`src/hdl/ptb_pkg.sv`:
```
`default_nettype none
package ptb_pkg;

  localparam int unsigned MONEY_W    = 32;
  localparam int unsigned PRICE_W    = 16;
  localparam int unsigned BOUND_W    = 16;
  localparam int unsigned TIER_SCALE = 100;
  // 65535 * 100 fits in 23 bits
  localparam int unsigned LIMIT_W    = 23;
  localparam int unsigned CFG_IDX_W  = 3;
  localparam int unsigned CFG_DATA_W = 32;

  typedef enum logic [CFG_IDX_W-1:0] {
    REG_TIER_ONE_BOUND  = 3'd0,
    REG_TIER_TWO_BOUND  = 3'd1,
    REG_PRICE_ONE       = 3'd2,
    REG_PRICE_TWO       = 3'd3,
    REG_PRICE_THREE     = 3'd4,
    REG_WARN_MARGIN     = 3'd5,
    REG_OVERDRAFT_LIMIT = 3'd6,
    REG_CYCLE_BASE      = 3'd7
  } cfg_reg_t;

  typedef enum logic {
    CMD_PULSE = 1'b0,
    CMD_LOAD  = 1'b1
  } command_t;

  typedef struct packed {
    logic               counted;
    logic [PRICE_W-1:0] unit_price;
    logic [MONEY_W-1:0] balance;
    logic [MONEY_W-1:0] overdraft;
    logic [MONEY_W-1:0] money_used;
    logic [MONEY_W-1:0] gas_total;
    logic               low_alert;
    logic               close_valve;
  } result_t;

endpackage
`default_nettype wire

```
`src/hdl/ptb_in_if.sv`:
```
`default_nettype none
interface ptb_in_if;
  import ptb_pkg::*;

  logic               valid;
  logic               ready;
  logic               command;
  logic               pin_low;
  logic [MONEY_W-1:0] amount;

  modport source (output valid, output command, output pin_low, output amount, input ready);
  modport sink   (input valid, input command, input pin_low, input amount, output ready);
endinterface
`default_nettype wire

```
`src/hdl/ptb_out_if.sv`:
```
`default_nettype none
interface ptb_out_if;
  import ptb_pkg::*;

  logic               valid;
  logic               ready;
  logic               counted;
  logic [PRICE_W-1:0] unit_price;
  logic [MONEY_W-1:0] balance;
  logic [MONEY_W-1:0] overdraft;
  logic [MONEY_W-1:0] money_used;
  logic [MONEY_W-1:0] gas_total;
  logic               low_alert;
  logic               close_valve;

  modport source (
    output valid, output counted, output unit_price, output balance, output overdraft,
    output money_used, output gas_total, output low_alert, output close_valve,
    input ready
  );
  modport sink (
    input valid, input counted, input unit_price, input balance, input overdraft,
    input money_used, input gas_total, input low_alert, input close_valve,
    output ready
  );
endinterface
`default_nettype wire

```
`src/hdl/pulse_tariff_billing_core.sv`:
```
// Each accepted item's result is written to the output register at the accepting edge.
// Throughput: one item per cycle while results are taken; the billing state updates at the accepting edge,
// so each item sees the state left by the one before it.
// The input is ready whenever the result register is empty or being taken.
// Reset (rst_n low, synchronous): billing state and registers clear, alert re-arms,
// result register empties.
`default_nettype none
module pulse_tariff_billing_core (
  input  wire                               clk,
  input  wire                               rst_n,
  input  wire                               cfg_we,
  input  wire  [ptb_pkg::CFG_IDX_W-1:0]     cfg_idx,
  input  wire  [ptb_pkg::CFG_DATA_W-1:0]    cfg_wdata,
  ptb_in_if.sink                            in_ch,
  ptb_out_if.source                         out_ch
);
  import ptb_pkg::*;

  // configuration; tier bounds are held already scaled
  logic [LIMIT_W-1:0] t1_lim_r, t2_lim_r;
  logic [PRICE_W-1:0] p1_r, p2_r, p3_r;
  logic [MONEY_W-1:0] warn_r, odl_r, base_r;
  logic [LIMIT_W-1:0] cfg_lim;

  // billing state
  logic [MONEY_W-1:0] gas_r, bal_r, owed_r, spent_r;
  logic [MONEY_W-1:0] gas_nxt, bal_nxt, owed_nxt, spent_nxt;
  logic               armed_r, armed_nxt;

  // result register
  result_t res_r, res_nxt;
  logic    out_valid_r;

  logic               in_acc;
  logic [MONEY_W-1:0] gas_inc, usage, price_ext, bal_sub;
  logic [PRICE_W-1:0] price;
  logic [MONEY_W:0]   owed_sum, cover_sum;

  assign in_ch.ready = !out_valid_r || out_ch.ready;
  assign in_acc      = in_ch.valid && in_ch.ready;

  assign cfg_lim = LIMIT_W'({{(LIMIT_W-BOUND_W){1'b0}}, cfg_wdata[BOUND_W-1:0]} *
                            LIMIT_W'(TIER_SCALE));

  always_ff @(posedge clk) begin
    if (!rst_n) begin
      t1_lim_r <= '0;
      t2_lim_r <= '0;
      p1_r     <= '0;
      p2_r     <= '0;
      p3_r     <= '0;
      warn_r   <= '0;
      odl_r    <= '0;
      base_r   <= '0;
    end else if (cfg_we) begin
      unique case (cfg_reg_t'(cfg_idx))
        REG_TIER_ONE_BOUND:  t1_lim_r <= cfg_lim;
        REG_TIER_TWO_BOUND:  t2_lim_r <= cfg_lim;
        REG_PRICE_ONE:       p1_r     <= cfg_wdata[PRICE_W-1:0];
        REG_PRICE_TWO:       p2_r     <= cfg_wdata[PRICE_W-1:0];
        REG_PRICE_THREE:     p3_r     <= cfg_wdata[PRICE_W-1:0];
        REG_WARN_MARGIN:     warn_r   <= cfg_wdata[MONEY_W-1:0];
        REG_OVERDRAFT_LIMIT: odl_r    <= cfg_wdata[MONEY_W-1:0];
        REG_CYCLE_BASE:      base_r   <= cfg_wdata[MONEY_W-1:0];
        default: ;
      endcase
    end
  end

  assign gas_inc = gas_r + MONEY_W'(1);
  assign usage   = gas_inc - base_r;

  always_comb begin
    priority if (usage <= {{(MONEY_W-LIMIT_W){1'b0}}, t1_lim_r}) begin
      price = p1_r;
    end else if (usage <= {{(MONEY_W-LIMIT_W){1'b0}}, t2_lim_r}) begin
      price = p2_r;
    end else begin
      price = p3_r;
    end
  end

  assign price_ext = {{(MONEY_W-PRICE_W){1'b0}}, price};
  assign bal_sub   = bal_r - price_ext;
  assign owed_sum  = {1'b0, owed_r} + {1'b0, price_ext};
  assign cover_sum = {1'b0, bal_sub} + {1'b0, odl_r};

  always_comb begin
    gas_nxt   = gas_r;
    bal_nxt   = bal_r;
    owed_nxt  = owed_r;
    spent_nxt = spent_r;
    armed_nxt = armed_r;
    res_nxt.counted     = 1'b0;
    res_nxt.unit_price  = '0;
    res_nxt.low_alert   = 1'b0;
    res_nxt.close_valve = 1'b0;
    if (command_t'(in_ch.command) == CMD_LOAD) begin
      bal_nxt  = in_ch.amount;
      owed_nxt = '0;
    end else if (in_ch.pin_low) begin
      res_nxt.counted    = 1'b1;
      res_nxt.unit_price = price;
      gas_nxt            = gas_inc;
      spent_nxt          = spent_r + price_ext;
      if (bal_r >= price_ext) begin
        bal_nxt = bal_sub;
        if (bal_sub < warn_r && armed_r) begin
          res_nxt.low_alert = 1'b1;
          armed_nxt         = 1'b0;
        end else if (bal_sub >= warn_r && !armed_r) begin
          armed_nxt = 1'b1;
        end
        res_nxt.close_valve = cover_sum < {1'b0, price_ext};
      end else begin
        if (bal_r == '0) begin
          // saturate the overdraft
          owed_nxt = owed_sum[MONEY_W] ? {MONEY_W{1'b1}} : owed_sum[MONEY_W-1:0];
        end else begin
          owed_nxt = price_ext - bal_r;
          bal_nxt  = '0;
        end
        res_nxt.close_valve = owed_nxt >= odl_r;
      end
    end
    res_nxt.balance    = bal_nxt;
    res_nxt.overdraft  = owed_nxt;
    res_nxt.money_used = spent_nxt;
    res_nxt.gas_total  = gas_nxt;
  end

  always_ff @(posedge clk) begin
    if (!rst_n) begin
      gas_r       <= '0;
      bal_r       <= '0;
      owed_r      <= '0;
      spent_r     <= '0;
      armed_r     <= 1'b1;
      out_valid_r <= 1'b0;
    end else begin
      if (in_acc) begin
        gas_r   <= gas_nxt;
        bal_r   <= bal_nxt;
        owed_r  <= owed_nxt;
        spent_r <= spent_nxt;
        armed_r <= armed_nxt;
      end
      if (in_acc) begin
        out_valid_r <= 1'b1;
      end else if (out_ch.ready) begin
        out_valid_r <= 1'b0;
      end
    end
  end

  always_ff @(posedge clk) begin
    if (in_acc) begin
      res_r <= res_nxt;
    end
  end

  assign out_ch.valid       = out_valid_r;
  assign out_ch.counted     = res_r.counted;
  assign out_ch.unit_price  = res_r.unit_price;
  assign out_ch.balance     = res_r.balance;
  assign out_ch.overdraft   = res_r.overdraft;
  assign out_ch.money_used  = res_r.money_used;
  assign out_ch.gas_total   = res_r.gas_total;
  assign out_ch.low_alert   = res_r.low_alert;
  assign out_ch.close_valve = res_r.close_valve;

  // balance and overdraft are never both outstanding
  a_bal_owed_exclusive: assert property (@(posedge clk) disable iff (!rst_n)
    (bal_r == '0) || (owed_r == '0))
    else $error("balance and overdraft both nonzero");

  a_uncounted_quiet: assert property (@(posedge clk) disable iff (!rst_n)
    out_valid_r && !res_r.counted |->
      !res_r.low_alert && !res_r.close_valve && (res_r.unit_price == '0))
    else $error("uncounted item carries a charge or flag");

  a_alert_disarms: assert property (@(posedge clk) disable iff (!rst_n)
    in_acc && res_nxt.low_alert |=> !armed_r)
    else $error("alert fired but remained armed");

  a_load_clears_owed: assert property (@(posedge clk) disable iff (!rst_n)
    in_acc && (command_t'(in_ch.command) == CMD_LOAD) |=>
      (owed_r == '0) && (res_r.overdraft == '0))
    else $error("load left an overdraft");

endmodule
`default_nettype wire
```
`src/flat_wrapper.sv`:
```
// flat-port wrapper written by rule: the top's interface ports become plain ports
module pulse_tariff_billing_core_flat import ptb_pkg::*;
  (clk, rst_n, cfg_we, cfg_idx, cfg_wdata, in_ch_valid, in_ch_command, in_ch_pin_low, in_ch_amount, in_ch_ready, out_ch_valid, out_ch_counted, out_ch_unit_price, out_ch_balance, out_ch_overdraft, out_ch_money_used, out_ch_gas_total, out_ch_low_alert, out_ch_close_valve, out_ch_ready);
  ptb_in_if in_ch_i ();
  ptb_out_if out_ch_i ();
  input  wire clk;
  input  wire rst_n;
  input  wire cfg_we;
  input  wire  [ptb_pkg::CFG_IDX_W-1:0] cfg_idx;
  input  wire  [ptb_pkg::CFG_DATA_W-1:0] cfg_wdata;
  input wire logic [$bits(in_ch_i.valid)-1:0] in_ch_valid;
  input wire logic [$bits(in_ch_i.command)-1:0] in_ch_command;
  input wire logic [$bits(in_ch_i.pin_low)-1:0] in_ch_pin_low;
  input wire logic [$bits(in_ch_i.amount)-1:0] in_ch_amount;
  output wire logic [$bits(in_ch_i.ready)-1:0] in_ch_ready;
  output wire logic [$bits(out_ch_i.valid)-1:0] out_ch_valid;
  output wire logic [$bits(out_ch_i.counted)-1:0] out_ch_counted;
  output wire logic [$bits(out_ch_i.unit_price)-1:0] out_ch_unit_price;
  output wire logic [$bits(out_ch_i.balance)-1:0] out_ch_balance;
  output wire logic [$bits(out_ch_i.overdraft)-1:0] out_ch_overdraft;
  output wire logic [$bits(out_ch_i.money_used)-1:0] out_ch_money_used;
  output wire logic [$bits(out_ch_i.gas_total)-1:0] out_ch_gas_total;
  output wire logic [$bits(out_ch_i.low_alert)-1:0] out_ch_low_alert;
  output wire logic [$bits(out_ch_i.close_valve)-1:0] out_ch_close_valve;
  input wire logic [$bits(out_ch_i.ready)-1:0] out_ch_ready;
  assign in_ch_i.valid = in_ch_valid;
  assign in_ch_i.command = in_ch_command;
  assign in_ch_i.pin_low = in_ch_pin_low;
  assign in_ch_i.amount = in_ch_amount;
  assign in_ch_ready = in_ch_i.ready;
  assign out_ch_valid = out_ch_i.valid;
  assign out_ch_counted = out_ch_i.counted;
  assign out_ch_unit_price = out_ch_i.unit_price;
  assign out_ch_balance = out_ch_i.balance;
  assign out_ch_overdraft = out_ch_i.overdraft;
  assign out_ch_money_used = out_ch_i.money_used;
  assign out_ch_gas_total = out_ch_i.gas_total;
  assign out_ch_low_alert = out_ch_i.low_alert;
  assign out_ch_close_valve = out_ch_i.close_valve;
  assign out_ch_i.ready = out_ch_ready;
  pulse_tariff_billing_core u_core (.clk(clk), .rst_n(rst_n), .cfg_we(cfg_we), .cfg_idx(cfg_idx), .cfg_wdata(cfg_wdata), .in_ch(in_ch_i), .out_ch(out_ch_i));
endmodule
```
`config.mk`:
```
export PLATFORM = sky130hd
export DESIGN_NAME = pulse_tariff_billing_core_flat
export DESIGN_NICKNAME = d
export VERILOG_FILES = /design/src/hdl/ptb_pkg.sv /design/src/hdl/ptb_in_if.sv /design/src/hdl/ptb_out_if.sv /design/src/hdl/pulse_tariff_billing_core.sv /design/src/flat_wrapper.sv
export SDC_FILE = /design/constraint.sdc
export NUM_CORES = 2
export LEC_CHECK = 0
export CAP_MARGIN = 10
export CELL_PAD_IN_SITES_DETAIL_PLACEMENT = 1
export CELL_PAD_IN_SITES_GLOBAL_PLACEMENT = 1
export CORE_MARGIN = 4
export CORE_UTILIZATION = 40
export CTS_CLUSTER_DIAMETER = 80
export DETAILED_ROUTE_END_ITERATION = 12
export DONT_BUFFER_PORTS = 1
export MAX_ROUTING_LAYER = met4
export PLACE_DENSITY = 0.74
export SLEW_MARGIN = 20
export SYNTH_ARGS = -nofsm -noshare
export SYNTH_HDL_FRONTEND = slang
export SYNTH_SLANG_ARGS = --single-unit
```
`constraint.sdc`:
```
create_clock -name clk -period 15.86 [get_ports clk]
set_clock_uncertainty 0.1 [all_clocks]
set_input_delay 0 -clock clk [delete_from_list [all_inputs] [get_ports clk]]
set_output_delay 0 -clock clk [all_outputs]
set_load 0.01 [all_outputs]
```
---- Yosys cells after proc, flatten, opt, wreduce, memory -nomap -nowiden ----
Index checks and enable logic that the tools add are counted.
operators by class
  reductions and logical operators ........ 21
  shifts and indexed selects .............. 0
  bitwise operators ....................... 3
  order comparisons ....................... 7
  multipliers ............................. 1
  divide/modulo/power cells ............... 0
  equality and inequality tests ........... 7
  add/sub/neg operators ................... 7
  muxes and demuxes ....................... 25
operator list
  operator                                             count
  two-way mux 32 bit                                   16
  greater-or-equal comparator 32 bit                   2
  less-or-equal comparator 32 x 23 -> 1 bit            2
  adder 32 x 16 -> 33 bit                              1
  adder 32 x 32 -> 33 bit                              1
  less-than comparator 33 x 16 -> 1 bit                1
  adder 32 x 1 -> 32 bit (second input constant)       1
  adder 32 x 16 -> 32 bit                              1
  greater-or-equal comparator 32 x 16 -> 1 bit         1
  zero test 32 bit                                     1
  less-than comparator 32 bit                          1
  two-way mux 16 bit                                   2
  subtractor 16 x 32 -> 32 bit                         1
  subtractor 32 x 16 -> 32 bit                         1
  subtractor 32 bit                                    1
  multiplier 16 x 5 -> 21 bit (second input constant)  1
  two-way mux 17 bit                                   1
  AND reduction 2 bit                                  8
  == test 3 bit (second input constant)                4
  == test 3 x 2 -> 1 bit (second input constant)       2
  two-way mux 1 bit                                    6
  AND reduction 5 bit                                  1
  nonzero test 2 bit                                   2
  == test 3 x 1 -> 1 bit (second input constant)       1
  other kinds (7)                                      12
word-level totals
  bits in read-only memories .............. 0
  register bits ........................... 463
  input bits .............................. 74
  logic and storage cells ................. 93
  memory bits (writable) .................. 0
  latch bits .............................. 0
  memories kept ........................... 0

---- Depth between registers and ports, before layout ----
  word-level depth ........................ 14
  mapped depth ............................ 63
  depth with buffers taken out ............ 59

---- Least setup slack after synthesis ----
No wires, ideal clock.
  path type ............................... register to register
  start point ............................. reg u_core.gas_r[0]
  end point ............................... reg u_core.res_r (netlist bit u_core.out_ch.close_valve), data pin
  library setup time ...................... 0.153 ns
  clock period less this slack ............ 11.060 ns
  slack ................................... 4.800 ns
  arrival ................................. 10.808 ns
  path buffers ............................ 4
  stages on the path, launching flop included .. 60
  path through ............................ dfxtp_1 ha_1 nand3_1 or2_2 clkbuf_1 nor2_1 and3_1 clkbuf_1 nand4_1 nor3_2 nand3_1 inv_1 nand3_1 xnor2_1 ha_1 buf_2 nand2_1 o21ai_0 (+24 left out) ha_1 or3_1 o21ai_0 o21ai_0 a21o_1 a21oi_1 xnor2_1 ha_1 a21o_1 a32oi_1 o21ai_0 a2111oi_0 o221ai_1 a311oi_1 nand2_1 nor4_1 nand4_1 o22ai_1
between the ends
  word-level cells in the longest chain between the ends .. 13
  elaborated cells on any way between the ends .. 19
RTL lines
  element                                                          line                              RTL
  from (decl)                                                      pulse_tariff_billing_core.sv:26   logic [MONEY_W-1:0] gas_r, bal_r, owed_r, spent_r;
  from (signal assigned)                                           pulse_tariff_billing_core.sv:142  gas_r <= gas_nxt;
  adder 32 x 1 -> 32 bit *                                         pulse_tariff_billing_core.sv:70   assign gas_inc = gas_r + MONEY_W'(1);
  subtractor 32 bit *                                              pulse_tariff_billing_core.sv:71   assign usage = gas_inc - base_r;
  less-or-equal comparator 32 x 23 -> 1 bit                        pulse_tariff_billing_core.sv:76   end else if (usage <= {{(MONEY_W-LIMIT_W){1'b0}}, t2_lim_r}) begin
  two-way mux 16 bit                                               pulse_tariff_billing_core.sv:76
  two-way mux 16 bit *                                             pulse_tariff_billing_core.sv:74   priority if (usage <= {{(MONEY_W-LIMIT_W){1'b0}}, t1_lim_r}) begin
  net u_core.price[2]                                              pulse_tariff_billing_core.sv:36   logic [PRICE_W-1:0] price;
  branches (longest 7 deep; another with adder 32 x 32 -> 33 bit)  --
  two-way mux 1 bit *                                              pulse_tariff_billing_core.sv:106  if (bal_r >= price_ext) begin
  to (signal assigned)                                             pulse_tariff_billing_core.sv:158  res_r <= res_nxt;
  to (decl)                                                        pulse_tariff_billing_core.sv:31   result_t res_r, res_nxt;
Mark *: on every way through the listed nets, which the timed path passes. The select of a mux whose other input is x is not followed.
A chain may end at the register's enable or synchronous reset.

---- Worst setup path after layout ----
Same ends and word-level chain as after synthesis.

==> results by group <==
Yosys
  • Number of enable-type register cells in the synthesized netlist: around 150
  • Number of storage elements in the synthesis netlist: 463
  • Largest cells by area after synthesis: dfxtp_1, edfxtp_1, ha_1, nand2_1, a21oi_1
  • Dominant synthesized flop cell: dfxtp_1
  • Share of flip-flops with an asynchronous set or reset: 0%
  • Sequential area share after synthesis: between 30% and 40%
  • Gate Count Post-Synth: 3931
  • Count of distinct cell types in the synthesized netlist: 104
  • Syn Std Cell Area: about 32000 um2
  • Yosys synthesis warning count: 0
  • Syn Nets: 4321
  • Most frequent cells after synthesis: nand2_1, a21oi_1, dfxtp_1
  • Post-synthesis average cell area: between 8 and 9 um2
  • Cell with the most instances after synthesis: nand2_1
  • Share of Yosys cell area claimed by the top area cell type: around a fifth
  • Post-synthesis cell type with the largest combined area: dfxtp_1

Pwr
  • Logic gate share of total power: roughly 29%
  • Switching component of the power: roughly 1.3 mW
  • Ratio of total power to cell area: 105.0 nW/um2
  • P_leak: 14.28 nW
  • Cell Int Power: 2.411 mW
  • Clock Power Share: between 30% and 40%
  • Largest vdd supply drop: a little over 0.08 mV
  • Net switching share of the total power: 35.44%
  • Sequential share of power: between 30% and 40%

Die
  • Die X-Extent: just under 300 um
  • Die height: approximately 290 um
  • Starting utilization of the core area: between 40% and 50%
  • Total die area: 84290 um2
  • Row count: between 100 and 150
  • Std-Cell Core Area: around 79000 um2
  • Top-Level Pins: approximately 220

Clock network
  • Number of clock sinks: around 460
  • Maximum buffer depth of the clock tree: 3
  • Root buf cell: clkbuf_16
  • Num CTS Buffers: 54
  • Number of resized instances in the post-cts repair step: 0
  • Clock Pin Slew Worst Setup and Hold Paths: ~70 ps
  • Number of buffers inserted to repair setup after CTS: 0
  • Clock tree from TritonCTS: yes
  • Worst skew pair latency: around 630 ps
  • Deepest level of the CTS H-tree: 2

Route
  • Number of detailed-route iterations in the first pass: 5
  • Via count normalized by instance count: 5.796
  • First DRT Iteration DRCs: ~2300
  • Total detailed-routing wirelength: roughly 120000 um
  • Vias: about 29000
  • Remaining design rule violation count: 0
  • Wire length per cell: around 24 um
  • Post-route antenna net violation count: 0

Timing
  • Setup tns final: 0 ps
  • Share of the clock period used by the worst path: between 80 and 90%
  • Worst slew pin tran: ~1200 ps
  • Number of setup violations in the final report: 0
  • Final period demand of the worst path: 13980 ps
  • Fmax: 71.55 MHz
  • Final-report max-slew violation count: 0
  • Unrepaired setup endpoints after global routing: no
  • Normalized max-slew margin: 16.66%
  • Hold Slack: around 40 ps
  • Endpoints failing hold: 0

Cells and area
  • Final instance area: 35570 um2
  • Util after Layout: between 40% and 50%
  • Share of final-layout standard cells stronger than drive strength 1: under 10%
  • Number of nets in the layout: between 4000 and 5000
  • Area growth, synth to finish: 11.55%

Global route
  • Number of antenna violations at the first check in global routing: 8
  • Total global routing track utilization: between 20 and 30%
  • Vias in the first global route: 28693
  • Largest net degree at the start of global routing: ~130
  • Global-route wire length before repair: approximately 180000 um
  • Total congestion overflow after global routing: 0

Worst setup path
  • Startpoint-to-endpoint class of the critical path: flop to flop
  • WP data arrival: between 10000 and 15000 ps
  • Largest fanout on the critical path: 28
  • Cell with the largest stage delay on the worst path: o21ai_0
  • Most frequent cell on the critical path: o21ai_0
  • Startpoint type of the worst setup path: flop
  • Max incr delay on CP: just under 900 ps
  • Critical path required time: between 15000 and 20000 ps
  • Endpoint type of the worst setup path: flop

Placed design
  • Input/output buffers: 0
  • Half-perimeter wire length after placement: ~89000 um
  • Post-detailed-placement cell area: 32680 um2
  • RePlAce Congestion: between 0.9 and 1

Outcome
  • Run status: finished, final reports clean

Min path
  • Path class of the lowest-slack min-delay path: primary input to flop

Run
  • Max-cap violations: 0
worst max-delay path: cells and delay by family, from the launching register on:
kind            cells  cell delay, ps
simple gates       22            5400
flops               1             470
buf+inv             3             480
compound gates     19            4810
fa+ha+maj           5            1680
xor+xnor            4             880
final timing paths:
| kind | start | endpoint | slack, ps | depth (start not counted) |
|---|---|---|---|---|
| setup / recovery | u_core.gas_r[0] | u_core.out_ch.close_valve | 1880 | 53 |
| hold / removal | in_ch_amount[25] | u_core.bal_r[25] | 40 | 3 |
| hold reg to reg | u_core.warn_r[28] | u_core.warn_r[28] | 350 | 2 |
| setup reg to reg | u_core.gas_r[0] | u_core.out_ch.close_valve | 1880 | 53 |
power by group through the flow:
stage               sequential [mW]  combinational, mW  clock, mW
CTS                            1.33               1.08       1.33
global placement               1.35               1.01          0
finish                         1.33               1.10       1.31
detailed placement             1.35               1.03          0
global route                   1.33               1.20       1.38
floorplan                      1.33              0.734          0
per-layer routing:
layer  GRT usage [%]  vias up  wire (um)
met5               -        -          0
met4           7.593        0       3423
met3           5.930      170       8013
met2           41.65      819      51780
met1           38.59    14295      56190
li1                -    13748          -
metrics by stage:
step                cells  power [mW]  setup WS, ps
floorplan            3931       2.068          4800
global placement     4802       2.360          2742
detailed placement   4802       2.379          2278
CTS                  5000       3.735          2152
global route         5008       3.916         636.1
finish               5009       3.735          1885
layout by cell type, fill, tap and decap left out, types with 36 or more instances in the layout:
master and instances:
nand2_1 639, a21oi_1 419, dfxtp_1 316, inv_1 306
ha_1 300, nor2_1 244, o21ai_0 165, edfxtp_1 147
xnor2_1 137, xor2_1 104, dlygate4sd3_1 93, a21o_1 77
nand3_1 73, nor3_1 65, nand4_1 62, a22oi_1 55
clkbuf_16 55, nand2b_1 40, buf_4 37, or3_1 36
what timing repair did:
action | in CTS | in global routing
endpoints found under the hold margin | 389 | 0
hold buffers | 97 | 0
setup endpoints to repair | 0 | 0
area by class of cell:
cell class / count / area (um2)
Clock buffer: 64 / 1461
Sequential cell: 463 / 10740
Fill cell: 9393 / 43430
Tap cell: 1050 / 1314
Antenna cell: 9 / 22.52
Multi-Input combinational cell: 2944 / 19180
Inverter: 308 / 1171
Clock inverter: 37 / 376.6
Timing Repair Buffer: 134 / 1304
cell families after synthesis:
kind of cell,after synthesis,synth area share [%]
buf+inv,524,6.416
compound gates,1034,20.64
fa+ha+maj,316,12.78
simple gates,1322,18.82
flops,463,33.69
xor+xnor,242,6.671
mux,30,0.9850
No activity file was read; power rests on OpenSTA's default activity.
